===== src/hdl/pwc_pkg.sv =====
// Shared types, register codes and the keyboard row lookup for the pattern checker.
package pwc_pkg;

  // Configuration register indexes
  localparam int CFG_INDEX_BITS = 2;
  localparam int CFG_DATA_BITS  = 8;
  localparam logic [CFG_INDEX_BITS-1:0] REG_MAX_REPEAT     = 2'd0;
  localparam logic [CFG_INDEX_BITS-1:0] REG_SEQUENTIAL_MIN = 2'd1;
  localparam logic [CFG_INDEX_BITS-1:0] REG_WALK_MIN       = 2'd2;

  // Reset values of the configuration registers
  localparam logic [CFG_DATA_BITS-1:0] MAX_REPEAT_RESET     = 8'd3;
  localparam logic [CFG_DATA_BITS-1:0] SEQUENTIAL_MIN_RESET = 8'd3;
  localparam logic [CFG_DATA_BITS-1:0] WALK_MIN_RESET       = 8'd4;

  // Class mask bit positions
  localparam int CLASS_LOWER  = 0;
  localparam int CLASS_UPPER  = 1;
  localparam int CLASS_DIGIT  = 2;
  localparam int CLASS_SYMBOL = 3;

  // Distance between upper and lower case in ASCII
  localparam logic [7:0] CASE_OFFSET = 8'd32;

  // Depth of the queue between front and back
  localparam int QUEUE_DEPTH = 2;

  typedef struct packed {
    logic [CFG_DATA_BITS-1:0] max_repeat;
    logic [CFG_DATA_BITS-1:0] sequential_min;
    logic [CFG_DATA_BITS-1:0] walk_min;
  } cfg_t;

  typedef struct packed {
    logic       on_keyboard;
    logic [1:0] row;
    logic [3:0] col;
  } key_pos_t;

  // One classified character as handed from front to back
  typedef struct packed {
    logic       same;        // equal to the previous character
    logic       rise;        // previous code plus one
    logic       fall;        // previous code minus one
    logic       adjacent;    // neighbor key on the same row as the previous one
    logic [3:0] class_bits;  // one-hot class of this character
    logic       final_char;
  } item_t;

  // Find a character on the four keyboard rows, letters case folded
  function automatic key_pos_t key_lookup(input logic [7:0] c);
    logic [7:0] f;
    key_pos_t   p;
    f = (c >= "A" && c <= "Z") ? c + CASE_OFFSET : c;
    p.on_keyboard = 1'b1;
    p.row = 2'd0;
    p.col = 4'd0;
    unique case (f)
      "1": begin p.row = 2'd0; p.col = 4'd0; end
      "2": begin p.row = 2'd0; p.col = 4'd1; end
      "3": begin p.row = 2'd0; p.col = 4'd2; end
      "4": begin p.row = 2'd0; p.col = 4'd3; end
      "5": begin p.row = 2'd0; p.col = 4'd4; end
      "6": begin p.row = 2'd0; p.col = 4'd5; end
      "7": begin p.row = 2'd0; p.col = 4'd6; end
      "8": begin p.row = 2'd0; p.col = 4'd7; end
      "9": begin p.row = 2'd0; p.col = 4'd8; end
      "0": begin p.row = 2'd0; p.col = 4'd9; end
      "q": begin p.row = 2'd1; p.col = 4'd0; end
      "w": begin p.row = 2'd1; p.col = 4'd1; end
      "e": begin p.row = 2'd1; p.col = 4'd2; end
      "r": begin p.row = 2'd1; p.col = 4'd3; end
      "t": begin p.row = 2'd1; p.col = 4'd4; end
      "y": begin p.row = 2'd1; p.col = 4'd5; end
      "u": begin p.row = 2'd1; p.col = 4'd6; end
      "i": begin p.row = 2'd1; p.col = 4'd7; end
      "o": begin p.row = 2'd1; p.col = 4'd8; end
      "p": begin p.row = 2'd1; p.col = 4'd9; end
      "a": begin p.row = 2'd2; p.col = 4'd0; end
      "s": begin p.row = 2'd2; p.col = 4'd1; end
      "d": begin p.row = 2'd2; p.col = 4'd2; end
      "f": begin p.row = 2'd2; p.col = 4'd3; end
      "g": begin p.row = 2'd2; p.col = 4'd4; end
      "h": begin p.row = 2'd2; p.col = 4'd5; end
      "j": begin p.row = 2'd2; p.col = 4'd6; end
      "k": begin p.row = 2'd2; p.col = 4'd7; end
      "l": begin p.row = 2'd2; p.col = 4'd8; end
      "z": begin p.row = 2'd3; p.col = 4'd0; end
      "x": begin p.row = 2'd3; p.col = 4'd1; end
      "c": begin p.row = 2'd3; p.col = 4'd2; end
      "v": begin p.row = 2'd3; p.col = 4'd3; end
      "b": begin p.row = 2'd3; p.col = 4'd4; end
      "n": begin p.row = 2'd3; p.col = 4'd5; end
      "m": begin p.row = 2'd3; p.col = 4'd6; end
      default: p.on_keyboard = 1'b0;
    endcase
    return p;
  endfunction

endpackage


===== src/hdl/pwc_if.sv =====


interface pwc_result_if;
  logic       valid;
  logic       ready;
  logic [3:0] class_mask;
  logic [2:0] class_count;
  logic       repeat_hit;
  logic       sequential_hit;
  logic       walk_hit;

  modport source (output valid, output class_mask, output class_count, output repeat_hit,
                  output sequential_hit, output walk_hit, input ready);
  modport sink   (input valid, input class_mask, input class_count, input repeat_hit,
                  input sequential_hit, input walk_hit, output ready);
endinterface


===== src/hdl/pwc_back.sv =====
// Back end: run counters, sticky flags, class mask and the result register.
module pwc_back #(
  parameter int RUN_COUNT_BITS = 8
) (
  input  logic           clk,
  input  logic           rst,
  input  pwc_pkg::cfg_t  cfg,
  input  logic           item_valid,
  input  pwc_pkg::item_t item,
  output logic           item_pop,
  pwc_result_if.source   result
);
  import pwc_pkg::*;

  localparam int CMP_BITS = (RUN_COUNT_BITS > CFG_DATA_BITS) ? RUN_COUNT_BITS : CFG_DATA_BITS;
  localparam logic [RUN_COUNT_BITS-1:0] RUN_MAX = {RUN_COUNT_BITS{1'b1}};
  localparam logic [RUN_COUNT_BITS-1:0] RUN_ONE = RUN_COUNT_BITS'(1);

  logic [RUN_COUNT_BITS-1:0] same_run;
  logic [RUN_COUNT_BITS-1:0] rise_run;
  logic [RUN_COUNT_BITS-1:0] fall_run;
  logic [RUN_COUNT_BITS-1:0] key_run;
  logic [3:0]                seen_classes;
  logic [2:0]                hit_flags;

  logic [RUN_COUNT_BITS-1:0] same_run_next;
  logic [RUN_COUNT_BITS-1:0] rise_run_next;
  logic [RUN_COUNT_BITS-1:0] fall_run_next;
  logic [RUN_COUNT_BITS-1:0] key_run_next;
  logic [3:0]                seen_classes_next;
  logic [2:0]                hit_flags_next;
  logic                      seq_enabled;
  logic                      walk_enabled;

  function automatic logic [RUN_COUNT_BITS-1:0] sat_inc(input logic [RUN_COUNT_BITS-1:0] v);
    return (v == RUN_MAX) ? RUN_MAX : v + RUN_ONE;
  endfunction

  // Take an item whenever the result register is free or being emptied
  assign item_pop = item_valid && (!result.valid || result.ready);

  // Update runs and flags for the item at the head of the queue
  always_comb begin
    same_run_next = item.same ? sat_inc(same_run) : RUN_ONE;
    rise_run_next = item.rise ? sat_inc(rise_run) : RUN_ONE;
    fall_run_next = (item.fall && !item.rise) ? sat_inc(fall_run) : RUN_ONE;
    key_run_next  = item.adjacent ? sat_inc(key_run) : RUN_ONE;
    seen_classes_next = seen_classes | item.class_bits;
    seq_enabled  = cfg.sequential_min >= CFG_DATA_BITS'(2);
    walk_enabled = cfg.walk_min >= CFG_DATA_BITS'(2);
    hit_flags_next = hit_flags;
    if (item.same && (CMP_BITS'(same_run_next) > CMP_BITS'(cfg.max_repeat))) begin
      hit_flags_next[0] = 1'b1;
    end
    if (seq_enabled &&
        ((CMP_BITS'(rise_run_next) >= CMP_BITS'(cfg.sequential_min)) ||
         (CMP_BITS'(fall_run_next) >= CMP_BITS'(cfg.sequential_min)))) begin
      hit_flags_next[1] = 1'b1;
    end
    if (walk_enabled && (CMP_BITS'(key_run_next) >= CMP_BITS'(cfg.walk_min))) begin
      hit_flags_next[2] = 1'b1;
    end
  end

  // Hold the password state; clear it after the last character
  always_ff @(posedge clk) begin
    if (rst) begin
      same_run     <= RUN_ONE;
      rise_run     <= RUN_ONE;
      fall_run     <= RUN_ONE;
      key_run      <= RUN_ONE;
      seen_classes <= '0;
      hit_flags    <= '0;
    end else if (item_pop) begin
      if (item.final_char) begin
        same_run     <= RUN_ONE;
        rise_run     <= RUN_ONE;
        fall_run     <= RUN_ONE;
        key_run      <= RUN_ONE;
        seen_classes <= '0;
        hit_flags    <= '0;
      end else begin
        same_run     <= same_run_next;
        rise_run     <= rise_run_next;
        fall_run     <= fall_run_next;
        key_run      <= key_run_next;
        seen_classes <= seen_classes_next;
        hit_flags    <= hit_flags_next;
      end
    end
  end

  // Result register valid
  always_ff @(posedge clk) begin
    if (rst) begin
      result.valid <= 1'b0;
    end else if (item_pop) begin
      result.valid <= item.final_char;
    end else if (result.ready) begin
      result.valid <= 1'b0;
    end
  end

  // Result register payload
  always_ff @(posedge clk) begin
    if (item_pop && item.final_char) begin
      result.class_mask     <= seen_classes_next;
      result.class_count    <= {2'b00, seen_classes_next[0]} + {2'b00, seen_classes_next[1]} +
                               {2'b00, seen_classes_next[2]} + {2'b00, seen_classes_next[3]};
      result.repeat_hit     <= hit_flags_next[0];
      result.sequential_hit <= hit_flags_next[1];
      result.walk_hit       <= hit_flags_next[2];
    end
  end

endmodule


===== src/flat_wrapper.sv =====
// flat-port wrapper written by rule: the top's interface ports become plain ports
module pwc_back_flat import pwc_pkg::*;
#(
  parameter int RUN_COUNT_BITS = 8
)
  (clk, rst, cfg, item_valid, item, item_pop, result_valid, result_class_mask, result_class_count, result_repeat_hit, result_sequential_hit, result_walk_hit, result_ready);
  pwc_result_if result_i ();
  input  logic clk;
  input  logic rst;
  input  pwc_pkg::cfg_t cfg;
  input  logic item_valid;
  input  pwc_pkg::item_t item;
  output logic item_pop;
  output wire logic [$bits(result_i.valid)-1:0] result_valid;
  output wire logic [$bits(result_i.class_mask)-1:0] result_class_mask;
  output wire logic [$bits(result_i.class_count)-1:0] result_class_count;
  output wire logic [$bits(result_i.repeat_hit)-1:0] result_repeat_hit;
  output wire logic [$bits(result_i.sequential_hit)-1:0] result_sequential_hit;
  output wire logic [$bits(result_i.walk_hit)-1:0] result_walk_hit;
  input wire logic [$bits(result_i.ready)-1:0] result_ready;
  assign result_valid = result_i.valid;
  assign result_class_mask = result_i.class_mask;
  assign result_class_count = result_i.class_count;
  assign result_repeat_hit = result_i.repeat_hit;
  assign result_sequential_hit = result_i.sequential_hit;
  assign result_walk_hit = result_i.walk_hit;
  assign result_i.ready = result_ready;
  pwc_back #(.RUN_COUNT_BITS(RUN_COUNT_BITS)) u_core (.clk(clk), .rst(rst), .cfg(cfg), .item_valid(item_valid), .item(item), .item_pop(item_pop), .result(result_i));
endmodule

===== config.mk =====
export PLATFORM = sky130hd
export DESIGN_NAME = pwc_back_flat
export DESIGN_NICKNAME = d
export VERILOG_FILES = /design/src/hdl/pwc_pkg.sv /design/src/hdl/pwc_if.sv /design/src/hdl/pwc_back.sv /design/src/flat_wrapper.sv
export SDC_FILE = /design/constraint.sdc
export NUM_CORES = 1
export LEC_CHECK = 0
export ABC_CLOCK_PERIOD_IN_PS = 5000
export BUFFER_PORTS_ARGS = -buffer_cell sky130_fd_sc_hd__buf_4
export CAP_MARGIN = 30
export CORE_MARGIN = 2
export CORE_UTILIZATION = 45
export CTS_CLUSTER_SIZE = 24
export DETAILED_ROUTE_END_ITERATION = 6
export HOLD_SLACK_MARGIN = 0.08
export PLACE_DENSITY = 0.62
export SKIP_CTS_REPAIR_TIMING = 1
export SYNTH_ARGS = -nofsm -noshare
export SYNTH_HDL_FRONTEND = slang
export SYNTH_SLANG_ARGS = --single-unit

===== constraint.sdc =====
create_clock -name clk -period 5 [get_ports clk]
set_clock_uncertainty 0.15 [all_clocks]
set_input_delay 0.25 -clock clk [delete_from_list [all_inputs] [get_ports clk]]
set_output_delay 0.25 -clock clk [all_outputs]
set_load 0.005 [all_outputs]

== Word level (Yosys, flattened, before mapping) ==
Index checks and enable logic that the tools add are counted.
Widths: inputs -> output; s select.
Cells by class
  multiply operators: 0
  shift-type cells: 0
  multiplexer cells: 19
  add/subtract/negate cells: 7
  divide/modulo/power cells: 0
  equal/unequal tests: 4
  reductions and logical operators: 11
  magnitude comparators: 6
  bitwise gates (word level): 1
Operator list (count)
  $mux 8: 12
  $add 8x1->8 const B: 4
  $eq 8x8->1 const B: 4
  $ge 8x8->1: 3
  $ge 8x2->1 const B: 2
  $gt 8x8->1: 1
  $add 3x1->3: 2
  $logic_and 1x1->1: 6
  $mux 1: 5
  $mux 4: 1
  $or 4x4->4: 1
  $mux 3: 1
  $add 1x1->2: 1
  $logic_not 1->1: 2
  $logic_or 1x1->1: 2
  $reduce_bool 2->1: 1
Storage, ports and cells
  memories kept: 0
  ROM bits: 0
  flip-flop bits (word level): 50
  memory bits (writable): 0
  word-level logic and storage cells: 60
  bits of input ports: 37
  output and inout port bits: 12
  latch bits: 0

== Longest topological paths before layout ==
Gate-level depths: netlist (run 1).
  depth in word-level cells: 8
  mapped depth: 13
  gate-level depth less buffers: 12

== Least setup slack after synthesis (run 1) ==
OpenSTA, ideal clock, no wires.
  path type: register to register
  start point: register u_core.fall_run[0]
  end point: register u_core.result.sequential_hit, data pin
  path buffers: 1
  path slack: 2.114 ns
  cell stages (with the launch flop): 14
  setup time: 0.255 ns
  period minus slack after synthesis: 2.886 ns
  arrival time: 2.481 ns
  required time: 4.595 ns
  path through: dfxtp_1 > ha_1 > and3_2 > and3_4 > and3_1 > buf_4 > nor2_1 > a21oi_1 > ha_1 > a21o_1 > a21o_1 > a21oi_1 > o211ai_1 > and2_1
Between the ends
  longest elaborated chain between the ends: 7
  elaborated cells on any way between the ends: 8
  those cells by class: 1 x add/sub; 1 x order compare; 1 x eq/ne; 3 x mux; 2 x reduce/logical
RTL lines
  from (decl): line pwc_back.sv:21  | logic [RUN_COUNT_BITS-1:0] fall_run;
  from (signal assigned): line pwc_back.sv:85  | fall_run <= fall_run_next;
  $add 8x1->8 or $eq 8x8->1 (tied branches): line pwc_back.sv:36  | return (v == RUN_MAX) ? RUN_MAX : v + RUN_ONE;
  $mux 8 *: line pwc_back.sv:36
  $mux 8 *: line pwc_back.sv:46  | fall_run_next = (item.fall && !item.rise) ? sat_inc(fall_run) : RUN_ONE;
  $ge 8x8->1 *: line pwc_back.sv:57  | (CMP_BITS'(fall_run_next) >= CMP_BITS'(cfg.sequential_min)))) begin
  $logic_or 1x1->1 *: line pwc_back.sv:56  | ((CMP_BITS'(rise_run_next) >= CMP_BITS'(cfg.sequential_min)) ||
  $logic_and 1x1->1 *: line pwc_back.sv:55  | if (seq_enabled &&
  $mux 1 *: line pwc_back.sv:55
  named net u_core.hit_flags_next[1]: line pwc_back.sv:31  | logic [2:0] hit_flags_next;
  to (signal assigned): line pwc_back.sv:111  | result.sequential_hit <= hit_flags_next[1];
  to (decl): line pwc_if.sv:13  | output sequential_hit, output walk_hit, input ready);
The timed path passes the listed nets; every way through them passes the cells marked *.
A chain may end at the register's enable or synchronous reset.

== Worst setup path after layout (run 1) ==
Same ends and word-level chain as after synthesis.

==> run metrics, run 1 <==
Yosys cell types 59; top area cells in the synthesized netlist dfxtp_1 (22%), ha_1 (13%), edfxtp_1 (8.4%), o21ai_0 (4.8%), a21oi_1 (4.6%); crit-path cells ha_1 > and3_2 > and3_4 > and3_1 > nor2_1 > a21oi_1 > ha_1 > a21o_1 > a21o_1 > a21oi_1 > o211ai_1 > and2_1; worst min-delay path endpoint u_core.fall_run[3]; sequential power share 0.496; Final setup violation count 0; post-synthesis sequential area ratio 0.3093; capture point of the worst reg-to-reg path u_core.result.sequential_hit; portion of total power attributed to the clock network 0.353; total power consumption of the routed design 0.8614 mW; setup ws final approximately 1900 ps; # fillers 773; standard cell area after detailed placement around 0.0040 sq mm; register area roughly 0.0011 sq mm; Clock Sinks 50; sum of negative setup slack 0 ps; reported max-cap violation count 0; diodes inserted 0; vias per cell approximately 5.5; via count of the routed design between 3000 and 4000; worst-margin pin slew 878.5 ps; cell with the most instances after synthesis dfxtp_1; cell with the biggest individual delay on the critical path dfxtp_1; routed wire length per instance about 14 um; number of rows in the core area 32; post-placement setup slack ~2000 ps; Total Nets Final 551; share of final-layout standard cells stronger than drive strength 1 0.1618; commonest register cell after synthesis dfxtp_1; FMAX between 300 and 400 MHz; most instantiated cells after synthesis dfxtp_1 (40), ha_1 (38), nand2_1 (35); Period minus WS final 3088 ps; Crit Reg-Reg Startpoint u_core.fall_run[0]; share of Yosys cell area claimed by the top area cell type 0.2250; footprint of the multi-input gates between 0.002 and 0.0025 sq mm; crit path launch u_core.fall_run[0]; number of hold-slack violations in the final timing report 0; number of flops mapped to enable cells by yosys 10; status finished, final reports clean; Skew-Pair Late Insertion Delay 310 ps; Die Width 92.94 um; via count of the first global-routing pass between 3000 and 4000; Std-Cell Core Area 0.007687 sq mm; largest net degree at the start of global routing 24; required time of the critical path around 4900 ps; post-synthesis average cell area 8.259 sq um; Rel. slew slack 0.4099; initial detailed-routing violation count 100; startpoint-to-endpoint class of the critical path flop to flop; CTS tree yes; Top Ports just under 50; worst reg2reg setup slack between 1500 and 2000 ps; total power divided by cell area 209.2 mW/mm^2; leading area contributor after synthesis dfxtp_1; die height 92.94 um; total of buffers placed on input and output ports 48; H-tree depth 2; routed wire length slightly above 8000 um; starting density of the core 0.4631; number of antenna violations at the first check in global routing 0; placed wire-length estimate after detailed placement between 6000 and 7000 um; reg2reg path depth 12; Net Switching 0.2270 mW; slowest stage delay, CP 400 ps; Routed Antenna Nets 0; global-route wire length before repair about 14000 um; clock slew at reported path FFs about 110 ps; hold crit path type input pin to flop; cell internal power dissipation 0.6344 mW; cell depth of the worst min-delay path 2; die footprint 0.008638 sq mm; Syn. warnings 0; switch share 0.2635; router iterations before antenna repair 4; endpoint class of the critical path flop; cell area after synthesis 0.003560 sq mm; leakage between 1.5 and 2 nW; Setup crit start kind flop; synthesized net count 507; Post-Layout Inst Area about 0.0041 sq mm; number of synthesized register bits 50; post-synthesis to final-layout area growth 15.68%; weighted congestion at the end of routability-driven global placement 0.8528; clock tree buffer depth 2; HP Start rst; logic gate share of total power 0.151; CP max FO 7; Post-route DRC 0; period utilization 0.6175; IR drop worst, VDD ~120 uV; Clk Tree Root Cell clkbuf_8; async set or reset register ratio after synthesis 0; Syn Inst Count 431; GRT Overall Usage 0.1953; clock buffer count from CTS 5; arrival time reported for the critical path endpoint just over 3000 ps; RSZ-0062 raised after global routing no; Final Max Tran Viols 0; GR Overflow Total 0
## power groups by stage
stage,Combinational (mW),Clock [mW],Sequential (mW)
floorplan,0.0752,0,0.436
global placement,0.125,0,0.436
detailed placement,0.127,0,0.436
CTS,0.128,0.312,0.427
global route,0.149,0.325,0.429
finish,0.130,0.304,0.427
## cell type report
type | instances | area share
multi-input combinational | 335 | 0.5463
sequential | 50 | 0.2674
timing repair buffer | 53 | 0.09967
tap | 102 | 0.03099
inverter | 30 | 0.02735
clock buffer | 5 | 0.01671
clock inverter | 3 | 0.01155
## flip-flops by register name, indices dropped and copies added (netlist names)
| register | cells |
|---|---|
| u_core.fall_run | 8 |
| u_core.hit_flags | 3 |
| u_core.key_run | 8 |
| u_core.result.class_count | 3 |
| u_core.result.class_mask | 4 |
| u_core.result.repeat_hit | 1 |
| u_core.result.sequential_hit | 1 |
| u_core.result.valid | 1 |
| u_core.result.walk_hit | 1 |
| u_core.rise_run | 8 |
| u_core.same_run | 8 |
| u_core.seen_classes | 4 |
## how the worst max path moves through the flow
stage                                   end  slack, ps  cells after the start
2_1_floorplan  u_core.result.sequential_hit       2110                     13
3_3_place_gp   u_core.result.sequential_hit       2050                     12
3_5_place_dp   u_core.result.sequential_hit       1960                     12
4_1_cts        u_core.result.sequential_hit       1950                     12
5_1_grt        u_core.result.sequential_hit       1700                     12
6_report       u_core.result.sequential_hit       1910                     12
## kinds of logic after synthesis
logic type / share of synthesized area
and+or+nand+nor: 0.2605
AOI/OAI and AO/OA: 0.2060
DFF: 0.3093
buffers and inverters: 0.05869
adders and majority gates: 0.1392
xor gates and xnor gates: 0.01476
muxes: 0.01160
## routing by layer
layer	up-vias	track usage	part of all wire
li1	1658	-	-
met1	1443	0.2719	0.50
met2	58	0.3128	0.45
met3	4	0.03906	0.045
met4	0	0.04412	0.0072
met5	-	0	0
## layout by cell type (no fill, tap or decap), types with 6 or more instances in the layout
cell,count
inv_1,29
dfxtp_1,40
buf_4,48
nand3_1,15
edfxtp_1,10
o21ai_0,34
nand2b_1,9
a21oi_1,33
nor2_1,30
nor3_1,8
o2bb2ai_1,6
nand4_1,8
nand2_1,35
nor2b_1,10
ha_1,38
o21ai_1,6
xnor2_1,6
and3_1,17
## metrics by stage
step                      hold slack (ps)    util  instances
after CTS                           3.877  0.5291        573
after global placement              279.1  0.5140        565
final                               104.4  0.5356        578
after global routing                119.8  0.5356        578
after detailed placement            297.9  0.5140        565
after floorplan                     237.0       -        431
## worst max-delay path, delay by kind of cell (launching register included)
family	cells	cell delay [ps]
simple gates	5	1060
fa+ha+maj	2	490
flops	1	400
compound gates	5	760
(Power assumes the default switching activity.)
==> run 2, diff against run 1 <==
--- a/config.mk
+++ b/config.mk
@@ -5,7 +5,7 @@
 export SDC_FILE = /design/constraint.sdc
 export NUM_CORES = 1
 export LEC_CHECK = 0
-export ABC_CLOCK_PERIOD_IN_PS = 5000
+export ABC_CLOCK_PERIOD_IN_PS = 2900
 export BUFFER_PORTS_ARGS = -buffer_cell sky130_fd_sc_hd__buf_4
 export CAP_MARGIN = 30
 export CORE_MARGIN = 2
==> constraint.sdc (replaced) <==
create_clock -name clk -period 2.9 [get_ports clk]
set_clock_uncertainty 0.15 [all_clocks]
set_input_delay 0.145 -clock clk [delete_from_list [all_inputs] [get_ports clk]]
set_output_delay 0.145 -clock clk [all_outputs]
set_load 0.005 [all_outputs]
==> run 2 against run 1 <==
Via count increased by 3.0%. Sequential share of layout area decreased by 1.4 points. Final area increased by 6.1%. Critical path type unchanged. Non-clock buffer count increased by 26.
==> run metrics, run 2 (same netlist as run 1, synthesis figures left out) <==
status finished, final reports clean; largest net degree at the start of global routing 23 (-4.2%); GR Overflow Total 0 (unchanged); placed wire-length estimate after detailed placement 6358 um (+4.2%); number of antenna violations at the first check in global routing 0 (unchanged); hold crit path type input pin to flop; CP max FO 5 (-2); weighted congestion at the end of routability-driven global placement 0.8866 (+4.0%); cell with the biggest individual delay on the critical path dfxtp_2; GRT Overall Usage 0.1975 (+0.002196); die height 92.94 um (unchanged); number of rows in the core area 32 (unchanged); reg2reg path depth 12 (unchanged); clock tree buffer depth 2 (unchanged); crit path launch u_core.rise_run[0]; Clock Sinks 50 (unchanged); FMAX 361.6 MHz (+12%); clock buffer count from CTS 5 (unchanged); Post-route DRC 0 (unchanged); worst min-delay path endpoint u_core.result.valid; total of buffers placed on input and output ports 48 (unchanged); number of hold-slack violations in the final timing report 0 (unchanged); worst-margin pin slew 632.9 ps (-245.6 ps); endpoint class of the critical path flop; via count of the first global-routing pass 3049 (+1.4%); clock slew at reported path FFs 110 ps (about the same); reported max-cap violation count 0 (unchanged); Final setup violation count 0 (unchanged); H-tree depth 2 (unchanged); vias per cell 5.394 (-1.4%); HP Start result_ready; IR drop worst, VDD 302.6 uV (+160%); Final Max Tran Viols 0 (unchanged); Rel. slew slack 0.5781 (+0.1681); global-route wire length before repair 13920 um (+1.9%); Die Width 92.94 um (unchanged); leading cell type in the layout, fill and taps excluded buf_4; worst reg2reg setup slack 130 ps (-1780 ps); routed wire length 8262 um (+1.5%); Top Ports 49 (unchanged); die footprint 0.008638 sq mm (unchanged); diodes inserted 0 (unchanged); Std-Cell Core Area 0.007687 sq mm (unchanged); most frequent cells in the layout buf_4 (70), ha_1 (36), dfxtp_1 (36), nand2_1 (35); Setup crit start kind flop; cell repeated most along the worst path and2_1; Routed Antenna Nets 0 (unchanged); arrival time reported for the critical path endpoint 2700 ps (-320 ps); crit-path cells ha_2 > and3_1 > and2_1 > nand2b_1 > mux2i_1 > nor2_1 > ha_1 > a2111oi_2 > o21ai_1 > a21oi_1 > o211ai_1 > and2_1; final design utilization 0.5682 (+0.03255); cell depth of the worst min-delay path 3 (+1); Skew-Pair Late Insertion Delay 310 ps (about the same); startpoint-to-endpoint class of the critical path flop to flop; total power divided by cell area 323.8 mW/mm^2 (+55%); capture point of the worst reg-to-reg path u_core.result.sequential_hit; # fillers 741 (-4.1%); Crit Reg-Reg Startpoint u_core.rise_run[0]; slowest stage delay, CP 350 ps (-50 ps); Clk Tree Root Cell clkbuf_8; CTS tree yes; sum of negative setup slack 0 ps (unchanged); starting density of the core 0.4631 (unchanged); router iterations before antenna repair 4 (unchanged); post-synthesis to final-layout area growth 22.71%; required time of the critical path 2830 ps (-2100 ps); routed wire length per instance 13.68 um (-2.8%); Period minus WS final 2766 ps (-322.0 ps); share of final-layout standard cells stronger than drive strength 1 0.2231 (+0.06134); leakage 1.942 nW (+6.6%); initial detailed-routing violation count 138 (+38%); via count of the routed design 3258 (+3.0%); period utilization 0.9537 (+0.3361); post-route worst hold slack 74.23 ps (-30.14 ps); Total Nets Final 577 (+4.7%)
run 2: cell count changes in the layout (fill, tap and decap cells not counted), sizes merged:
cell,delta
bufinv,-1
inv,+1
buf,+22
dlygate4sd3,+4
run 2: per-stage QoR:
step / setup WS [ps] / instances / instance area, sq um / power [mW]
after floorplan: 14.36 / 431 / 3560 / 0.8813
after global placement: 51.70 / 584 / 4094 / 0.9739
after detailed placement: -9.531 / 584 / 4094 / 0.9780
after CTS: -41.49 / 592 / 4189 / 1.416
after global routing: -73.18 / 604 / 4368 / 1.484
final: 134.4 / 604 / 4368 / 1.414
run 2: metal layers:
layer	GRT usage	wire, um
met1	0.2746	3991
met2	0.3249	3801
met3	0.03011	398
met4	0.04167	70
met5	0	0
run 2: how the worst max path moves through the flow:
stage,endpoint,slack [ps],cells after the start
finish,u_core.result.sequential_hit,130,12
global route,u_core.result.sequential_hit,-70,12
CTS,u_core.result.walk_hit,-40,10
detailed placement,u_core.result.walk_hit,-10,10
global placement,u_core.result.sequential_hit,50,12
floorplan,u_core.result.sequential_hit,10,13
run 2: report_power, final:
part	internal, mW	switching, mW
Sequential	0.728	0.00920
Clock	0.178	0.259
Combinational	0.116	0.124
Total	1.02	0.392
run 2: layout make-up:
cell class	instances	area (sq um)	area share
clock inverters	3	26.28	0.006015
flip-flops and latches	50	1109	0.2538
multi-input cells	335	2308	0.5285
inverters	30	112.6	0.02578
repair buffers	79	615.6	0.1409
well taps	102	127.6	0.02922
clock buffers	5	68.82	0.01575
run 2: worst max-delay path: cells and delay by family, from the launching register on:
family | cells | cell delay [ps]
adder cells (fa/ha/maj) | 2 | 500
multiplexers | 1 | 180
AND/OR/NAND/NOR | 5 | 720
flip-flops | 1 | 350
AO/OA/AOI/OAI | 4 | 630
==> run 3, diff against run 2 <==
--- a/config.mk
+++ b/config.mk
@@ -12,6 +12,7 @@
 export CORE_UTILIZATION = 45
 export CTS_CLUSTER_SIZE = 24
 export DETAILED_ROUTE_END_ITERATION = 6
+export GPL_TIMING_DRIVEN = 0
 export HOLD_SLACK_MARGIN = 0.08
 export PLACE_DENSITY = 0.62
 export SKIP_CTS_REPAIR_TIMING = 1
==> run 3 against run 2 <==
First-iteration DRC count is 3.6% higher. Final area is 4.0% higher. Combinational power is 8.7% higher. Sequential cell count stayed put. Via count is 2.2% higher. Critical path depth is 2 lower. Critical path type unchanged. Critical endpoint is now u_core.result.walk_hit. Largest cell class unchanged.
==> run metrics, run 3 (same netlist as run 1, synthesis figures left out) <==
Clock Sinks 50 (unchanged); clock slew at reported path FFs 100 ps (about the same); required time of the critical path 2820 ps (about the same); number of hold-slack violations in the final timing report 0 (unchanged); worst-margin pin slew 629.8 ps (-3.058 ps); via count of the first global-routing pass 3082 (+1.1%); routed wire length per instance 14.10 um (+3.1%); Clk Tree Root Cell clkbuf_8; most frequent cells in the layout buf_4 (65), nand2_1 (35), o21ai_0 (33), a21oi_1 (32), ha_1 (32); startpoint-to-endpoint class of the critical path flop to flop; CTS tree yes; standard cell area after detailed placement 0.004040 sq mm (-1.3%); IR drop worst, VDD 179.9 uV (-41%); Setup crit start kind flop; placed cells 580 (-0.68%); total of buffers placed on input and output ports 47 (-2.1%); cell with the biggest individual delay on the critical path dfxtp_4; clock tree buffer depth 2 (unchanged); setup ws final 108.2 ps (-26.15 ps); Post-Layout Inst Area 0.004541 sq mm (+4.0%); largest net degree at the start of global routing 17 (-26%); initial detailed-routing violation count 143 (+3.6%); Post-route DRC 0 (unchanged); routed wire length 8599 um (+4.1%); Die Width 92.94 um (unchanged); Routed Antenna Nets 0 (unchanged); leakage 1.966 nW (+1.2%); number of non-filler instances in the completed layout 610 (+0.99%); clock buffer count from CTS 5 (unchanged); sum of negative setup slack 0 ps (unchanged); hold crit path type input pin to flop; diodes inserted 0 (unchanged); Final setup violation count 0 (unchanged); Rel. slew slack 0.5786 (about the same); H-tree depth 2 (unchanged); Total Nets Final 583 (+1.0%); arrival time reported for the critical path endpoint 2710 ps (about the same); total power divided by cell area 313.1 mW/mm^2 (-3.3%); via count of the routed design 3331 (+2.2%); CP max FO 7 (+2); placed wire-length estimate after detailed placement 6190 um (-2.6%); Top Ports 49 (unchanged); leading cell type in the layout, fill and taps excluded buf_4; GR Overflow Total 0 (unchanged); weighted congestion at the end of routability-driven global placement 0.8543 (-3.6%); post-placement setup slack -237.4 ps (-227.9 ps); global-route wire length before repair 14130 um (+1.5%); status finished, final reports clean; Skew-Pair Late Insertion Delay 310 ps (about the same); number of antenna violations at the first check in global routing 0 (unchanged); endpoint class of the critical path flop; GRT Overall Usage 0.2021 (+0.004589); Period minus WS final 2792 ps (+26.15 ps); FMAX 358.2 MHz (-0.94%); router iterations before antenna repair 4 (unchanged); crit-path cells ha_4 > and3_1 > buf_4 > and3_4 > o31a_1 > ha_2 > a2111oi_4 > nor3_2 > o31ai_2 > nand2b_1; reported max-cap violation count 0 (unchanged); vias per cell 5.461 (+1.2%); share of final-layout standard cells stronger than drive strength 1 0.2697 (+0.04658); slowest stage delay, CP 370 ps (+20 ps); Final Max Tran Viols 0 (unchanged); die footprint 0.008638 sq mm (unchanged); period utilization 0.9627 (+0.009018); Std-Cell Core Area 0.007687 sq mm (unchanged); post-synthesis to final-layout area growth 27.56%; starting density of the core 0.4631 (unchanged); number of rows in the core area 32 (unchanged); die height 92.94 um (unchanged)
==> run 3: worst max-delay path: cells and delay by family, from the launching register on <==
kind                     cells  cell delay, ps
AND/OR/NAND/NOR              4             560
flip-flops                   1             370
AO/OA/AOI/OAI                3             920
adder cells (fa/ha/maj)      2             390
buffers and inverters        1             150
==> run 3: worst paths after layout <==
kind / start / to / slack [ps] / cells past startpoint
setup / recovery: u_core.key_run[0] / u_core.result.walk_hit / 110 / 10
hold / removal: item[7] / u_core.rise_run[0] / 50 / 4
setup reg to reg: u_core.key_run[0] / u_core.result.walk_hit / 110 / 10
hold reg to reg: u_core.seen_classes[0] / u_core.seen_classes[0] / 320 / 2
==> run 3: per-layer routing <==
layer | up-vias | wire (um) | track usage
met2 | 60 | 4072 | 0.3273
met3 | 8 | 339 | 0.03255
met4 | 0 | 106 | 0.05637
met5 | - | 0 | 0
li1 | 1713 | - | -
met1 | 1550 | 4080 | 0.2786
==> run 3: final cells by class <==
type                            instances  area [sq um]
Clock inverter                          3         21.27
Timing Repair Buffer                   71         550.5
Tap cell                              102         127.6
Inverter                               30         112.6
Buffer                                 14         93.84
Sequential cell                        50          1120
Fill cell                             740          3147
Multi-Input combinational cell        335          2446
Clock buffer                            5         68.82
==> run 3: stage by stage <==
| step | utilization | hold WS [ps] | power [mW] |
|---|---|---|---|
| 3_5_place_dp | 0.5256 | 237.2 | 0.9799 |
| 3_3_place_gp | 0.5256 | 228.9 | 0.9744 |
| 6_report | 0.5907 | 45.93 | 1.422 |
| 2_1_floorplan | - | 132.0 | 0.8813 |
| 5_1_grt | 0.5907 | 83.63 | 1.498 |
| 4_1_cts | 0.5373 | -104.7 | 1.403 |
==> run 3: power by group <==
group,internal [mW],total (mW),leakage [nW],switching (mW)
clock network,0.170,0.424,0.0441,0.254
registers,0.727,0.737,0.421,0.0102
logic,0.129,0.261,1.50,0.132
